[config.mk]
export PLATFORM = sky130hd
export DESIGN_NAME = glob_wildcard_match_unit_flat
export DESIGN_NICKNAME = d
export VERILOG_FILES = /design/src/hw/rtl/glob_pkg.sv /design/src/hw/rtl/glob_if.sv /design/src/hw/rtl/glob_cell.sv /design/src/hw/rtl/glob_wildcard_match_unit.sv /design/src/flat_wrapper.sv
export VERILOG_INCLUDE_DIRS = /design/src /design/src/hw/rtl
export SDC_FILE = /design/constraint.sdc
export NUM_CORES = 1
export LEC_CHECK = 0
export ABC_AREA = 1
export BUFFER_PORTS_ARGS = -buffer_cell sky130_fd_sc_hd__buf_2
export CELL_PAD_IN_SITES_DETAIL_PLACEMENT = 1
export CELL_PAD_IN_SITES_GLOBAL_PLACEMENT = 1
export CORE_MARGIN = 1.5
export CORE_UTILIZATION = 44
export DETAILED_ROUTE_END_ITERATION = 16
export PLACE_DENSITY_LB_ADDON = 0.12
export SYNTH_ARGS = -nofsm -noshare
export SYNTH_HDL_FRONTEND = slang
export SYNTH_SLANG_ARGS = --single-unit
export TNS_END_PERCENT = 50
[constraint.sdc]
create_clock -name clk -period 4.75 [get_ports clk]
set_clock_uncertainty 0.1 [all_clocks]
set_input_delay 0.95 -clock clk [delete_from_list [all_inputs] [get_ports clk]]
set_output_delay 0.95 -clock clk [all_outputs]
set_load 0.01 [all_outputs]
[src/hw/rtl/glob_wildcard_match_unit_macros.svh]
// Assertion macros for the glob wildcard match unit.
// With SYNTH defined, every macro expands to nothing.
`ifndef GLOB_WILDCARD_MATCH_UNIT_MACROS_SVH
`define GLOB_WILDCARD_MATCH_UNIT_MACROS_SVH

`ifndef SYNTH

// The consequent must hold in the same cycle as the antecedent.
`define GLOB_ASSERT_SAME(label, clk, rst_n, ante, cons) \
	label: assert property (@(posedge clk) disable iff (!rst_n) (ante) |-> (cons)) \
		else $error("glob_wildcard_match_unit: same-cycle check failed");

// The consequent must hold in the cycle after the antecedent.
`define GLOB_ASSERT_NEXT(label, clk, rst_n, ante, cons) \
	label: assert property (@(posedge clk) disable iff (!rst_n) (ante) |=> (cons)) \
		else $error("glob_wildcard_match_unit: next-cycle check failed");

`else

`define GLOB_ASSERT_SAME(label, clk, rst_n, ante, cons)
`define GLOB_ASSERT_NEXT(label, clk, rst_n, ante, cons)

`endif

`endif

[src/hw/rtl/glob_pkg.sv]
package glob_pkg;

	// Default number of pattern positions.
	localparam int PATTERN_MAX_DEF = 16;

	// Widths fixed by the register map and the word fields.
	localparam int CHAR_W     = 8;
	localparam int LEN_W      = 5;
	localparam int CFG_DATA_W = 64;
	localparam int CFG_IDX_W  = 2;

	// Pattern bytes with a special meaning.
	localparam logic [CHAR_W-1:0] STAR_CHAR = 8'h2A;
	localparam logic [CHAR_W-1:0] ANY_CHAR  = 8'h3F;

	// Configuration register indexes.
	typedef enum logic [CFG_IDX_W-1:0] {
		CFG_PAT_LO  = 2'd0,
		CFG_PAT_HI  = 2'd1,
		CFG_PAT_LEN = 2'd2
	} cfg_reg_t;

	// Step control broadcast from the top level to every cell.
	typedef struct packed {
		logic take;     // a word is accepted this cycle
		logic present;  // the word carries a name byte
		logic fresh;    // the word is the first of a name
	} step_ctrl_t;

endpackage

[src/hw/rtl/glob_if.sv]
// Name byte channel.
interface glob_name_if;
	logic                      valid;
	logic                      ready;
	logic [glob_pkg::CHAR_W-1:0] name_byte;
	logic                      byte_present;
	logic                      name_end;

	modport source (output valid, output name_byte, output byte_present,
		output name_end, input ready);
	modport sink (input valid, input name_byte, input byte_present,
		input name_end, output ready);
endinterface

// Match result channel.
interface glob_result_if;
	logic valid;
	logic ready;
	logic matched;

	modport source (output valid, output matched, input ready);
	modport sink (input valid, input matched, output ready);
endinterface

// Configuration write channel.
interface glob_cfg_if;
	logic                          valid;
	logic                          ready;
	logic [glob_pkg::CFG_IDX_W-1:0]  index;
	logic [glob_pkg::CFG_DATA_W-1:0] data;

	modport source (output valid, output index, output data, input ready);
	modport sink (input valid, input index, input data, output ready);
endinterface

[src/hw/rtl/glob_cell.sv]
// One pattern position: holds its live bit, applies its pattern byte to the
// incoming name byte and passes star closure and advance terms to the right.
module glob_cell (
	input  logic                        clk,
	input  logic                        arst_n,
	input  glob_pkg::step_ctrl_t        ctrl,
	input  logic                        seed,
	input  logic                        keep,
	input  logic                        act,
	input  logic [glob_pkg::CHAR_W-1:0] pat_char,
	input  logic [glob_pkg::CHAR_W-1:0] name_char,
	input  logic                        c1_prev,
	input  logic                        c2_prev,
	input  logic                        step_prev,
	output logic                        c1_next,
	output logic                        c2_next,
	output logic                        step_next,
	output logic                        live_next
);

	logic live_q;
	logic is_star;
	logic char_hit;
	logic pre;
	logic c1;
	logic nxt;
	logic c2;

	// Decode the pattern byte.
	assign is_star  = (pat_char == glob_pkg::STAR_CHAR);
	assign char_hit = (pat_char == glob_pkg::ANY_CHAR) || (pat_char == name_char);

	// Starting bit, trimmed to the current pattern length, then closed over stars.
	assign pre = keep & (ctrl.fresh ? seed : live_q);
	assign c1  = pre | c1_prev;
	assign c1_next = c1 & is_star & act;

	// Advance by one name byte: a star keeps its position, a hit moves right.
	assign step_next = c1 & act & ~is_star & char_hit;
	assign nxt       = c1_next | step_prev;
	assign c2        = nxt | c2_prev;
	assign c2_next   = c2 & is_star & act;

	assign live_next = ctrl.present ? c2 : c1;

	// Live bit register.
	always_ff @(posedge clk or negedge arst_n) begin
		if (!arst_n) begin
			live_q <= 1'b0;
		end else if (ctrl.take) begin
			live_q <= live_next;
		end
	end

endmodule

[src/hw/rtl/glob_wildcard_match_unit.sv]
// Timing: the result of a name's final word is offered on the result channel
// in the next cycle, from an output register.
// Throughput: one name word per cycle unless a held result is stalled; a row
// of cells updates the live set through two star-closure carry chains.
// Reset: arst_n clears the pattern registers, the live set and the output valid.
`include "glob_wildcard_match_unit_macros.svh"

module glob_wildcard_match_unit #(
	parameter int PATTERN_MAX = glob_pkg::PATTERN_MAX_DEF
) (
	input  logic          clk,
	input  logic          arst_n,
	glob_cfg_if.sink      cfg,
	glob_name_if.sink     name_ch,
	glob_result_if.source result_ch
);

	localparam int LEN_W  = glob_pkg::LEN_W;
	localparam int CHAR_W = glob_pkg::CHAR_W;
	localparam int NPOS   = PATTERN_MAX + 1;

	logic [glob_pkg::CFG_DATA_W-1:0] pat_lo_q;
	logic [glob_pkg::CFG_DATA_W-1:0] pat_hi_q;
	logic [LEN_W-1:0]                len_q;
	logic                            inside_q;
	logic                            ovalid_q;
	logic                            matched_q;

	logic [2*glob_pkg::CFG_DATA_W-1:0] pat_all;
	logic [LEN_W-1:0]                  eff_len;
	logic                              in_acc;
	glob_pkg::step_ctrl_t              ctrl;

	logic [NPOS-1:0] keep;
	logic [NPOS-1:0] act;
	logic [NPOS-1:0] sel;
	logic [NPOS-1:0] live_next;
	logic [NPOS:0]   c1_chain;
	logic [NPOS:0]   c2_chain;
	logic [NPOS:0]   step_chain;

	// Configuration writes are always taken.
	assign cfg.ready = 1'b1;

	always_ff @(posedge clk or negedge arst_n) begin
		if (!arst_n) begin
			pat_lo_q <= '0;
			pat_hi_q <= '0;
			len_q    <= '0;
		end else if (cfg.valid) begin
			unique case (glob_pkg::cfg_reg_t'(cfg.index))
				glob_pkg::CFG_PAT_LO:  pat_lo_q <= cfg.data;
				glob_pkg::CFG_PAT_HI:  pat_hi_q <= cfg.data;
				glob_pkg::CFG_PAT_LEN: len_q    <= cfg.data[LEN_W-1:0];
				default: ;
			endcase
		end
	end

	// Effective pattern length, clipped to PATTERN_MAX.
	assign pat_all = {pat_hi_q, pat_lo_q};
	assign eff_len = (len_q > LEN_W'(PATTERN_MAX)) ? LEN_W'(PATTERN_MAX) : len_q;

	// A word is taken whenever the output register is free or being emptied.
	assign name_ch.ready = !ovalid_q || result_ch.ready;
	assign in_acc        = name_ch.valid && name_ch.ready;

	assign ctrl.take    = in_acc;
	assign ctrl.present = name_ch.byte_present;
	assign ctrl.fresh   = !inside_q;

	assign c1_chain[0]   = 1'b0;
	assign c2_chain[0]   = 1'b0;
	assign step_chain[0] = 1'b0;

	// Row of cells, one per live position; the last one has no pattern byte.
	for (genvar i = 0; i < NPOS; i++) begin : g_cell
		logic [CHAR_W-1:0] pat_char;

		if (i < PATTERN_MAX) begin : g_byte
			assign pat_char = pat_all[i*CHAR_W +: CHAR_W];
		end else begin : g_end
			assign pat_char = '0;
		end

		assign keep[i] = (LEN_W'(i) <= eff_len);
		assign act[i]  = (LEN_W'(i) < eff_len);
		assign sel[i]  = (LEN_W'(i) == eff_len);

		glob_cell u_cell (
			.clk       (clk),
			.arst_n    (arst_n),
			.ctrl      (ctrl),
			.seed      (i == 0),
			.keep      (keep[i]),
			.act       (act[i]),
			.pat_char  (pat_char),
			.name_char (name_ch.name_byte),
			.c1_prev   (c1_chain[i]),
			.c2_prev   (c2_chain[i]),
			.step_prev (step_chain[i]),
			.c1_next   (c1_chain[i+1]),
			.c2_next   (c2_chain[i+1]),
			.step_next (step_chain[i+1]),
			.live_next (live_next[i])
		);
	end

	// Name tracking.
	always_ff @(posedge clk or negedge arst_n) begin
		if (!arst_n) begin
			inside_q <= 1'b0;
		end else if (in_acc) begin
			inside_q <= !name_ch.name_end;
		end
	end

	// Output register valid.
	always_ff @(posedge clk or negedge arst_n) begin
		if (!arst_n) begin
			ovalid_q <= 1'b0;
		end else if (in_acc && name_ch.name_end) begin
			ovalid_q <= 1'b1;
		end else if (result_ch.ready) begin
			ovalid_q <= 1'b0;
		end
	end

	// Result: the live bit at the end of the pattern.
	always_ff @(posedge clk) begin
		if (in_acc && name_ch.name_end) begin
			matched_q <= |(live_next & sel);
		end
	end

	assign result_ch.valid   = ovalid_q;
	assign result_ch.matched = matched_q;

	// A final word always produces a result in the next cycle.
	`GLOB_ASSERT_NEXT(a_end_gives_result, clk, arst_n, in_acc && name_ch.name_end, result_ch.valid)
	// A stalled result blocks further name words.
	`GLOB_ASSERT_SAME(a_stall_blocks, clk, arst_n, ovalid_q && !result_ch.ready, !name_ch.ready)
	// After a final word the next name starts from a fresh live set.
	`GLOB_ASSERT_NEXT(a_end_restarts, clk, arst_n, in_acc && name_ch.name_end, !inside_q)

endmodule

[src/flat_wrapper.sv]
// flat-port wrapper written by rule: the top's interface ports become plain ports
module glob_wildcard_match_unit_flat 
#(
	parameter int PATTERN_MAX = glob_pkg::PATTERN_MAX_DEF
)
  (clk, arst_n, cfg_valid, cfg_index, cfg_data, cfg_ready, name_ch_valid, name_ch_name_byte, name_ch_byte_present, name_ch_name_end, name_ch_ready, result_ch_valid, result_ch_matched, result_ch_ready);
  glob_cfg_if cfg_i ();
  glob_name_if name_ch_i ();
  glob_result_if result_ch_i ();
  input  logic clk;
  input  logic arst_n;
  input wire logic [$bits(cfg_i.valid)-1:0] cfg_valid;
  input wire logic [$bits(cfg_i.index)-1:0] cfg_index;
  input wire logic [$bits(cfg_i.data)-1:0] cfg_data;
  output wire logic [$bits(cfg_i.ready)-1:0] cfg_ready;
  input wire logic [$bits(name_ch_i.valid)-1:0] name_ch_valid;
  input wire logic [$bits(name_ch_i.name_byte)-1:0] name_ch_name_byte;
  input wire logic [$bits(name_ch_i.byte_present)-1:0] name_ch_byte_present;
  input wire logic [$bits(name_ch_i.name_end)-1:0] name_ch_name_end;
  output wire logic [$bits(name_ch_i.ready)-1:0] name_ch_ready;
  output wire logic [$bits(result_ch_i.valid)-1:0] result_ch_valid;
  output wire logic [$bits(result_ch_i.matched)-1:0] result_ch_matched;
  input wire logic [$bits(result_ch_i.ready)-1:0] result_ch_ready;
  assign cfg_i.valid = cfg_valid;
  assign cfg_i.index = cfg_index;
  assign cfg_i.data = cfg_data;
  assign cfg_ready = cfg_i.ready;
  assign name_ch_i.valid = name_ch_valid;
  assign name_ch_i.name_byte = name_ch_name_byte;
  assign name_ch_i.byte_present = name_ch_byte_present;
  assign name_ch_i.name_end = name_ch_name_end;
  assign name_ch_ready = name_ch_i.ready;
  assign result_ch_valid = result_ch_i.valid;
  assign result_ch_matched = result_ch_i.matched;
  assign result_ch_i.ready = result_ch_ready;
  glob_wildcard_match_unit #(.PATTERN_MAX(PATTERN_MAX)) u_core (.clk(clk), .arst_n(arst_n), .cfg(cfg_i), .name_ch(name_ch_i), .result_ch(result_ch_i));
endmodule
Word level (Yosys, flattened, before mapping)
Index checks and enable logic that the tools add are counted.
- register bits after elaboration: 153
- bits in latches: 0
- bits in writable memories: 0
- ROM bits: 0
- input bits: 81
- output and inout bits: 4
- word-level logic and storage cells: 381
- memories: 0
- add/sub/neg operators: 0
- multipliers: 0
- div/mod/pow operators: 0
- order comparisons: 34
- equal/unequal tests: 66
- shift operators: 0
- multiplexer cells: 37
- bitwise operators: 193
- reductions and logical operators: 28
- operators with widths (operator ; number):
    $eq A8 B6 Y1 const B ; 32
    $and A1 B1 Y1 ; 129
    $eq A8 B8 Y1 ; 16
    $or A1 B1 Y1 ; 47
    $eq A4 B5 Y1 const A ; 8
    $le A4 B5 Y1 const A ; 8
    $lt A4 B5 Y1 const A ; 8
    $mux W1 ; 36
    $eq A3 B5 Y1 const A ; 4
    $le A3 B5 Y1 const A ; 4
    $lt A3 B5 Y1 const A ; 4
    $and A17 B17 Y17 ; 1
    $logic_or A1 B1 Y1 ; 17
    $reduce_or A17 Y1 ; 1
    $not A1 Y1 ; 16
    $eq A2 B5 Y1 const A ; 2
    $le A1 B5 Y1 const A ; 2
    $le A2 B5 Y1 const A ; 2
    $lt A1 B5 Y1 const A ; 2
    $lt A2 B5 Y1 const A ; 2
    $reduce_and A2 Y1 ; 3
    $eq A1 B5 Y1 const A ; 1
    $eq A5 B5 Y1 const A ; 1
    $gt A5 B5 Y1 const B ; 1
    other kinds (9) ; 11

Depth between registers and ports, before layout
Gate-level depths: netlist of run 1.
- word-level depth: 59
- depth in mapped cells: 42
- gate-level depth less buffers: 41

Hierarchy
Synthesis of run 1 repeated with hierarchy kept, for this count alone.
- cell total of the unflattened synthesis: 1532
- area, all modules: 10525.1 µm²
- modules (own cells, without submodules) (module ; times used ; cells an instance ; area each (µm²) ; seq. area each (µm²)):
    glob_wildcard_match_unit ; 1 ; 597 ; 5484.0 ; 3408.3
    glob_cell ; 17 ; 55 ; 296.5 ; 25.0

Least setup slack after synthesis of run 1
Ideal clock, no wire load.
- kind: input -> register
- from: in name_ch_name_byte[2]
- to: reg u_core.matched_q (netlist: u_core.result_ch.matched), data pin
- library setup time: 0.257 ns
- data arrival time: 3.473 ns
- required time: 4.393 ns
- slack: 0.920 ns
- stages on the path: 40
- path buffers: 2
- path through: buf_2 inv_1 clkbuf_1 nand2_1 nand4_1 nor2_1 nand2_1 nand2_1 nand3_1 nor2_1 a21oi_1 nand2_1 nand2_1 nand2_1 nand2_1 nand2_1 nand2_1 nand2_1 (+4 left out) nand2_1 nand2_1 nand2_1 nand2_1 nand2_1 nand2_1 nand2_1 nand2_1 nand2_1 nand2_1 nand2_1 nand2_1 nand2_1 nand2_1 nand2_1 nand2_1 nand2_1 nand3_2
- cells in the longest elaborated chain, start to end: 53
- elaborated cells on any way between the ends: 127
- ends and longest elaborated chain (what ; line ; text):
    start: declaration ; flat_wrapper.sv:17 ; input wire logic [$bits(name_ch_i.name_byte)-1:0] name_ch_name_byte;
    $eq A8 B8 Y1 ; glob_cell.sv:31 ; assign char_hit = (pat_char == glob_pkg::ANY_CHAR) || (pat_char == name_char);
    $logic_or A1 B1 Y1 ; glob_cell.sv:31 ;
    $and A1 B1 Y1 ; glob_cell.sv:39 ; assign step_next = c1 & act & ~is_star & char_hit;
    $or A1 B1 Y1 ; glob_cell.sv:40 ; assign nxt = c1_next | step_prev;
    $or A1 B1 Y1 ; glob_cell.sv:41 ; assign c2 = nxt | c2_prev;
    $and A1 B1 Y1 (2 in series) ; glob_cell.sv:42 ; assign c2_next = c2 & is_star & act;
    $or A1 B1 Y1 ; glob_cell.sv:41 ;
    $and A1 B1 Y1 (2 in series) ; glob_cell.sv:42 ;
    (+33 left out) ; - ;
    $or A1 B1 Y1 ; glob_cell.sv:41 ;
    $and A1 B1 Y1 (2 in series) ; glob_cell.sv:42 ;
    $or A1 B1 Y1 ; glob_cell.sv:41 ;
    $and A1 B1 Y1 (2 in series) ; glob_cell.sv:42 ;
    $or A1 B1 Y1 ; glob_cell.sv:41 ;
    $mux W1 ; glob_cell.sv:44 ; assign live_next = ctrl.present ? c2 : c1;
    $and A17 B17 Y17 (*) ; glob_wildcard_match_unit.sv:132 ; matched_q <= |(live_next & sel);
    $reduce_or A17 Y1 (*) ; glob_wildcard_match_unit.sv:132 ;
    end signal: assignment ; glob_wildcard_match_unit.sv:132 ;
    end: declaration ; glob_wildcard_match_unit.sv:27 ; logic matched_q;
Every way passes the cells marked *; elsewhere a longest branch is shown, timed or not.
A chain may end at the register's enable or synchronous reset.

Worst setup path in the final report of run 1
Same ends and word-level chain as after synthesis.

==> results of run 1 <==
==> cell usage after synthesis, drive strengths merged, types with 2 or more instances <==
library cell,number
buf,14
nand3,84
o21ai,156
nor4,12
xor2,4
o211ai,6
dfrtp,152
or2,37
clkbuf,43
a21oi,27
a31oi,2
inv,153
o41ai,3
nand3b,5
nand2,388
o32ai,3
xnor2,54
o221ai,3
nor3,17
or4,3
nor2,81
nand4,48
==> through the flow <==
step	hold WS, ps	std cells	total power [W]	utilization (%)
5_1_grt	379	1657	0.00431	51.1
6_report	342	1657	0.00410	51.1
2_1_floorplan	349	1305	0.00231	-
3_5_place_dp	372	1626	0.00263	48.1
3_3_place_gp	366	1626	0.00258	48.1
4_1_cts	354	1657	0.00412	51.1
==> worst max-delay path: cells and delay by family <==
family                 cells  cell delay [ps]
AOI/OAI and AO/OA          3              290
buffers and inverters      2              590
and+or+nand+nor           32             2420
==> cells by family after synthesis <==
family	after synthesis
compound gates	207
simple gates	675
xor+xnor	58
buf+inv	211
flops	153
other cells	1
==> state kept, by name, indices dropped and copies added, names as in the netlist <==
register,cells
u_core.pat_lo_q,64
u_core.len_q,5
u_core.result_ch.valid,1
u_core.g_cell.u_cell.live_q,17
u_core.inside_q,1
u_core.result_ch.matched,1
u_core.pat_hi_q,64
==> worst max-delay path by stage <==
stage | end | slack, ps | depth (start not counted)
after global routing | u_core.result_ch.matched | 60 | 39
final | u_core.result_ch.matched | 570 | 37
after global placement | u_core.result_ch.matched | 330 | 37
after floorplan | u_core.result_ch.matched | 920 | 40
after detailed placement | u_core.result_ch.matched | 190 | 39
after CTS | u_core.result_ch.matched | 570 | 37
==> final cells by class <==
| type | count | area, sq um | area share [%] |
|---|---|---|---|
| Clock buffer | 18 | 429 | 4.00 |
| Clock inverter | 13 | 189 | 1.76 |
| Inverter | 154 | 578 | 5.38 |
| Multi-Input combinational cell | 941 | 4780 | 44.5 |
| Sequential cell | 153 | 3830 | 35.7 |
| Tap cell | 275 | 344 | 3.20 |
| Timing Repair Buffer | 103 | 584 | 5.44 |
==> layer usage <==
metal | share of wire, % | GRT usage (%) | vias up
met5 | 0 | 0 | -
met4 | 2.7 | 9.55 | 0
met3 | 4.0 | 3.70 | 63
met2 | 46 | 48.0 | 216
met1 | 47 | 40.1 | 4501
li1 | - | - | 4347
==> report_power, final <==
group / total [W] / switching [W] / leakage, nW / internal [W]
Clock: 0.00148 / 0.000596 / 0.298 / 0.000884
Sequential: 0.00177 / 0.000266 / 1.91 / 0.00151
Combinational: 0.000849 / 0.000518 / 3.00 / 0.000332
Total: 0.00410 / 0.00138 / 5.21 / 0.00272
==> cell usage in the layout, fill, tap and decap left out, types with 6 or more instances in the layout <==
master     Yosys  final
a21oi_1       23     23
buf_2          8     82
buf_4          2     19
clkbuf_16      0     17
dfrtp_1      152    152
inv_1        144    144
inv_2          9      9
nand2_1      357    357
nand2_2       24     24
nand2_4        7      7
nand3_1       81     79
nand4_1       47     47
nor2_1        72     72
nor2_2         6      6
nor3_1        15     15
nor4_1        12     12
o211ai_1       6      6
o21ai_0      156    156
or2_2         37     37
xnor2_1       54     54
==> run metrics, run 1 <==
synth warn=0; CTS resizes=0; routed vias=9127; Worst Path Required=4840 ps; Routed Antenna Nets=0; Slew headroom=31.3%; Num Clock Sinks=153; Setup Buffers After CTS=0; simple-gate portion of the synthesized area=33.1%; Synth Flop Type=dfrtp_1; worst slack at placement=194 ps; flop2flop setup slack=740 ps; Leak=5.21 nW; Pwr per Cell Area=382 nW/um^2; drt wl/cell=18.5 um; crit path from=name_ch_name_byte[2]; Placed Area=10100 sq um; clock insertion delay at the later pin of the skew report=440 ps; Min Clock Period, post-route=4180 ps; # fillers=2729; io pins=85; die area=22300 sq um; critical path's most frequent cell=nand2_1; status=finished, final reports clean; overall die height=149 um; Final Max Slew Viols=0; I/O Buffers=83; TritonCTS clock tree=yes; fraction of layout cells with a size suffix above 1=16.7%; critical path class=in -> reg; Starting Density=44.8%; Worst-path clk slew=70 ps; final setup vio count=0; Synth Area in Compound Gates=12.0%; Synth area leaders=dfrtp_1 40%, nand2_1 14%, o21ai_0 8.3%; hold crit path type=in -> async; 1st-iter DRT viols=596; mux cell area share after synthesis=0%; Diodes inserted=0; slowest stage delay, CP=360 ps; Least-Margin Pin Slew=1020 ps; reg2reg end=u_core.result_ch.matched; WP data arrival=4280 ps; Hold Vio Cnt, Final=0; RSZ-0062 raised after global routing=no; final net count=1451; xor and xnor fraction of the mapped netlist area=5.40%; crit start category=input pin; synthesized flop and latch total=153; residual DRC count=0; dominant cell type by area after synthesis=dfrtp_1; Num CTS Buffers=17; DP HPWL=22400 um; CP max stage cell=or2_2; antenna violations before repair=0; Post-Syn Area=9410 sq um; CTS hold repair buffers=0; asr flop ratio synth=99.3%; EDFF count, synth=1; post-synthesis adder-cell area fraction=0%; clock root buffer=clkbuf_16; CTS Buffer Depth=2; post-route cell area=10700 sq um; first-pass GRT wire length=50700 um; Total Wirelength=30700 um; r2r worst-path depth=38; Mapped Cells=1305; Core Region=21000 sq um; max cap viols=0; Mapped Nets=1386; final setup margin=566 ps; CP Max Fanout=13; r2r startpoint=u_core.len_q[4]; chip width=149 um; Max Freq=239 MHz; vias in the first global route=9598; worst vdd ir=0.000224 V; TNS Setup=0 ps; H-tree levels=4; FP Rows=53; sequential area share after synthesis=40.7%; Post-Syn Area per Cell=7.21 sq um; ratio of final minimum period to clock period=88.1%; post-synth top area share=40.4%; Critical Path End Type=flop; GRT Resource Usage Total=29.3%; DRT Pass-1 Iters=5; GPL Wtd Cong=0.858; largest net degree at the start of global routing=108; largest family of logic cells by synthesized area=simple AND/OR/NAND/NOR gates; average vias per placed instance=5.51; Layout area overhead=14.1%; post-synthesis cell type count=44; grt ovf=0
Note: power is estimated with default switching activity, not from simulation.
==> inputs of run 2 (changes only) <==
- CTS_BUF_LIST: default -> sky130_fd_sc_hd__clkbuf_16
==> run 2 against run 1 <==
Worst hold slack lost 1.8 ps. Register-to-register slack is essentially flat. Via count grew 0.13%. Critical path type unchanged. Critical endpoint unchanged.
==> run metrics, run 2 (synthesis gave the netlist of run 1 again) <==
status=finished, final reports clean; critical path class=in -> reg; WP data arrival=4290 ps; CTS Buffer Depth=2; die area=22300 sq um; final setup margin=554 ps; 1st-iter DRT viols=583; crit start category=input pin; Leak=5.22 nW; Pwr per Cell Area=382 nW/um^2; CTS resizes=0; Critical Path End Type=flop; commonest non-fill, non-tap cell in the layout=nand2_1; ratio of final minimum period to clock period=88.3%; io pins=85; worst vdd ir=0.000226 V; I/O Buffers=83; Num CTS Buffers=17; drt wl/cell=18.5 um; commonest non-fill, non-tap cells in the layout=357 x nand2_1, 156 x o21ai_0, 152 x dfrtp_1; average vias per placed instance=5.52; RSZ-0062 raised after global routing=no; GPL Wtd Cong=0.858; met1 WL=14300 um; routed vias=9139; CTS hold repair buffers=0; final setup vio count=0; largest net degree at the start of global routing=108; TritonCTS clock tree=yes; fraction of layout cells with a size suffix above 1=16.7%; flop2flop setup slack=740 ps; worst slack at placement=194 ps; overall die height=149 um; top sig layer=met4; slowest stage delay, CP=360 ps; grt ovf=0; Core Region=21000 sq um; chip width=149 um; CP max stage cell=or2_2; biggest regs=u_core.pat_hi_q: 64 flops, u_core.pat_lo_q: 64 flops, u_core.g_cell.u_cell.live_q: 17 flops; Total Wirelength=30700 um; vias in the first global route=9598; Min Clock Period, post-route=4200 ps; Worst-path clk slew=70 ps; CP Max Fanout=13; met2 WL post-DR=14300 um; CP delay by family, top=simple AND/OR/NAND/NOR gates; DRT Pass-1 Iters=5; hold crit path type=in -> async; Routed Antenna Nets=0; Diodes inserted=0; FP Rows=53; Max Freq=238 MHz; Setup Buffers After CTS=0; Final Max Slew Viols=0; GRT Resource Usage Total=29.3%; TNS Setup=0 ps; clock root buffer=clkbuf_16; Slew headroom=29.3%; antenna violations before repair=0; final net count=1451; critical path's most frequent cell=nand2_1; Starting Density=44.8%; H-tree levels=4; clock insertion delay at the later pin of the skew report=440 ps; Layout area overhead=14.1%; Buf/Inv on CP=2; Least-Margin Pin Slew=1050 ps; residual DRC count=0; WL met3=1390 um; max cap viols=0; Worst Path Required=4840 ps; Hold Vio Cnt, Final=0; Num Clock Sinks=153; first-pass GRT wire length=50700 um; DP HPWL=22400 um
## run 2: per-stage QoR
step           instances  power (W)  utilization, %  hold WS (ps)  cell area [sq um]
3_3_place_gp        1626    0.00258            48.1           366              10100
2_1_floorplan       1305    0.00231               -           349               9410
5_1_grt             1657    0.00431            51.1           379              10700
3_5_place_dp        1626    0.00263            48.1           372              10100
6_report            1657    0.00410            51.1           341              10700
4_1_cts             1657    0.00412            51.1           354              10700
## run 2: final cells by class
| class | instances | area, sq um |
|---|---|---|
| sequential | 153 | 3830 |
| multi-input combinational | 941 | 4780 |
| clock buffer | 17 | 425 |
| inverter | 154 | 578 |
| fill | 2729 | 10300 |
| tap | 275 | 344 |
| clock inverter | 14 | 193 |
| timing repair buffer | 103 | 584 |
## run 2: where the power goes
part / internal, W / switching [W]
combinational: 0.000332 / 0.000518
sequential: 0.00151 / 0.000266
clock: 0.000881 / 0.000598
## run 2: worst register-to-register path, delay by kind of cell (launching register included)
family,cells,cell delay (ps)
AOI/OAI and AO/OA,1,150
DFF,1,460
and+or+nand+nor,37,3050
## run 2: final timing paths
check                                               start                             end  cells past startpoint
min in group clk           u_core.g_cell[1].u_cell.live_q  u_core.g_cell[1].u_cell.live_q                      2
setup reg to reg                          u_core.len_q[4]        u_core.result_ch.matched                     38
hold / removal                                     arst_n             u_core.pat_hi_q[21]                      1
setup / recovery                     name_ch_name_byte[2]        u_core.result_ch.matched                     37
hold reg to reg            u_core.g_cell[1].u_cell.live_q  u_core.g_cell[1].u_cell.live_q                      2
max in group asynchronous                          arst_n             u_core.pat_hi_q[42]                      2
## run 2: per-layer routing
layer,global-route usage [%],up-vias
met1,40.1,4530
met5,0,-
li1,-,4349
met4,9.55,0
met3,3.70,58
met2,48.0,202
==> inputs of run 3 (changes only) <==
- SYNTH_HIERARCHICAL: default -> 1
==> run 3 against run 2 <==
Non-clock buffer count rose by 168. Area after synthesis rose by 10%. Clock power fell by 9%. Via count rose by 23%. Largest power group unchanged. The flow now finishes with violations (setup timing). Register-to-register slack got worse by 2400 ps. Routed wire length rose by 33%. Cell count rose by 28%.
==> run metrics, run 3 <==
status=finished, violations left; failing checks=setup timing; I/O Buffers=83; largest net degree at the start of global routing=113; clock root buffer=clkbuf_16; max cap viols=0; TNS Setup=-7310 ps; CTS Buffer Depth=2; # fillers=3066; Post-Place Cells=2050; slowest stage delay, CP=410 ps; Diodes inserted=0; met1 WL=17300 um; first-pass GRT wire length=59300 um; top sig layer=met4; area of the multi-input gates=5780 sq um; Final Max Slew Viols=0; Worst Path Required=4840 ps; ratio of final minimum period to clock period=134%; chip width=157 um; Num CTS Buffers=17; combinational power share=32.6%; Mapped Cells=1503; Critical Path End Type=flop; Seq pwr share=37.7%; final setup margin=-1620 ps; Min Clock Period, post-route=6370 ps; Core Region=22900 sq um; Starting Density=45.3%; RSZ-0062 raised after global routing=yes; synth warn=6; DRT Pass-1 Iters=5; TritonCTS clock tree=yes; Post-Syn Area per Cell=6.90 sq um; Switch Pwr=0.00173 W; GRT Resource Usage Total=31.4%; Max Freq=157 MHz; antenna violations before repair=0; Num Clock Sinks=153; CP Max Fanout=2; io pins=85; Seq. cell area=3830 sq um; final net count=1871; worst hold margin=417 ps; Hold Vio Cnt, Final=0; DP HPWL=26700 um; Slew headroom=25.9%; Least-Margin Pin Slew=1110 ps; H-tree levels=4; Pwr per Cell Area=340 nW/um^2; biggest regs=u_core/pat_hi_q: 64 flops, u_core/pat_lo_q: 64 flops, u_core/g_cell.u_cell/live_q: 17 flops; clock insertion delay at the later pin of the skew report=440 ps; average vias per placed instance=5.30; clock share of power=29.7%; final setup vio count=8; WP data arrival=6460 ps; die area=24500 sq um; commonest non-fill, non-tap cell in the layout=nand2_1; hold crit path type=reg -> reg; Leak=6.73 nW; Routed Antenna Nets=0; fraction of layout cells with a size suffix above 1=27.9%; Sw Share=38.0%; drt wl/cell=19.4 um; Worst-path clk slew=80 ps; vias in the first global route=11377; worst vdd ir=0.000233 V; post-route insts no fill=2115; residual DRC count=0; routed vias=11211; critical path class=reg -> reg; Post-Syn Area=10400 sq um; Layout area overhead=28.8%; Total Wirelength=41000 um; worst slack at placement=-1280 ps; WL met3=2070 um; met2 WL post-DR=20500 um; crit start category=flop; GPL Wtd Cong=0.897; CP max stage cell=dfrtp_1; internal power=0.00282 W; FP Rows=55; overall die height=157 um; fin util=58.3%; commonest non-fill, non-tap cells in the layout=377 x nand2_1, 216 x inv_1, 181 x buf_4; grt ovf=0; 1st-iter DRT viols=695
[run 3: final cells by class]
cell class              count  area share (%)
multi-input cells        1100            43.3
flip-flops and latches    153            28.7
repair buffers            271            13.9
inverters                 247            7.01
clock buffers              17            3.19
well taps                 313            2.93
clock inverters            14           0.955
[run 3: final timing paths]
check	startpoint	end	slack (ps)	depth (start not counted)
setup / recovery	u_core/pat_lo_q[4]	u_core/result_ch.matched	-1620	44
hold / removal	u_core/pat_hi_q[35]	u_core/pat_hi_q[35]	420	2
setup reg to reg	u_core/pat_lo_q[4]	u_core/result_ch.matched	-1620	44
hold reg to reg	u_core/pat_hi_q[35]	u_core/pat_hi_q[35]	420	2
max in group asynchronous	arst_n	u_core/pat_lo_q[59]	3000	2
min in group asynchronous	arst_n	u_core/pat_hi_q[51]	540	1
[run 3: through the flow]
step	power, W	instance area [sq um]
6_report	0.00455	13400
3_3_place_gp	0.00300	12400
3_5_place_dp	0.00308	12400
2_1_floorplan	0.00246	10500
4_1_cts	0.00447	13100
5_1_grt	0.00478	13400
[run 3: worst max-delay path, delay by kind of cell (launching register included)]
| family | cells | cell delay [ps] |
|---|---|---|
| compound gates | 16 | 1420 |
| simple gates | 26 | 3960 |
| flops | 1 | 410 |
| buf+inv | 2 | 230 |
[run 3: power groups by stage]
stage / registers [W] / logic (W) / clock network (W)
5_1_grt: 0.00174 / 0.00162 / 0.00142
4_1_cts: 0.00170 / 0.00140 / 0.00137
3_5_place_dp: 0.00172 / 0.00135 / 0
2_1_floorplan: 0.00169 / 0.000771 / 0
3_3_place_gp: 0.00171 / 0.00129 / 0
6_report: 0.00171 / 0.00148 / 0.00135
[run 3: metal layers]
layer,track usage (%),vias up
met5,0,-
met4,8.30,0
met3,4.18,85
met2,55.0,317
met1,40.7,5609
li1,-,5200
[run 3: timing repair]
item                       in CTS  in global routing
setup endpoints to repair       6                  8
hold buffers                    0                  0
hold endpoints to repair        0                  0
buffers inserted               16                 19
pin swaps                      14                 41
resized for setup              30                 48
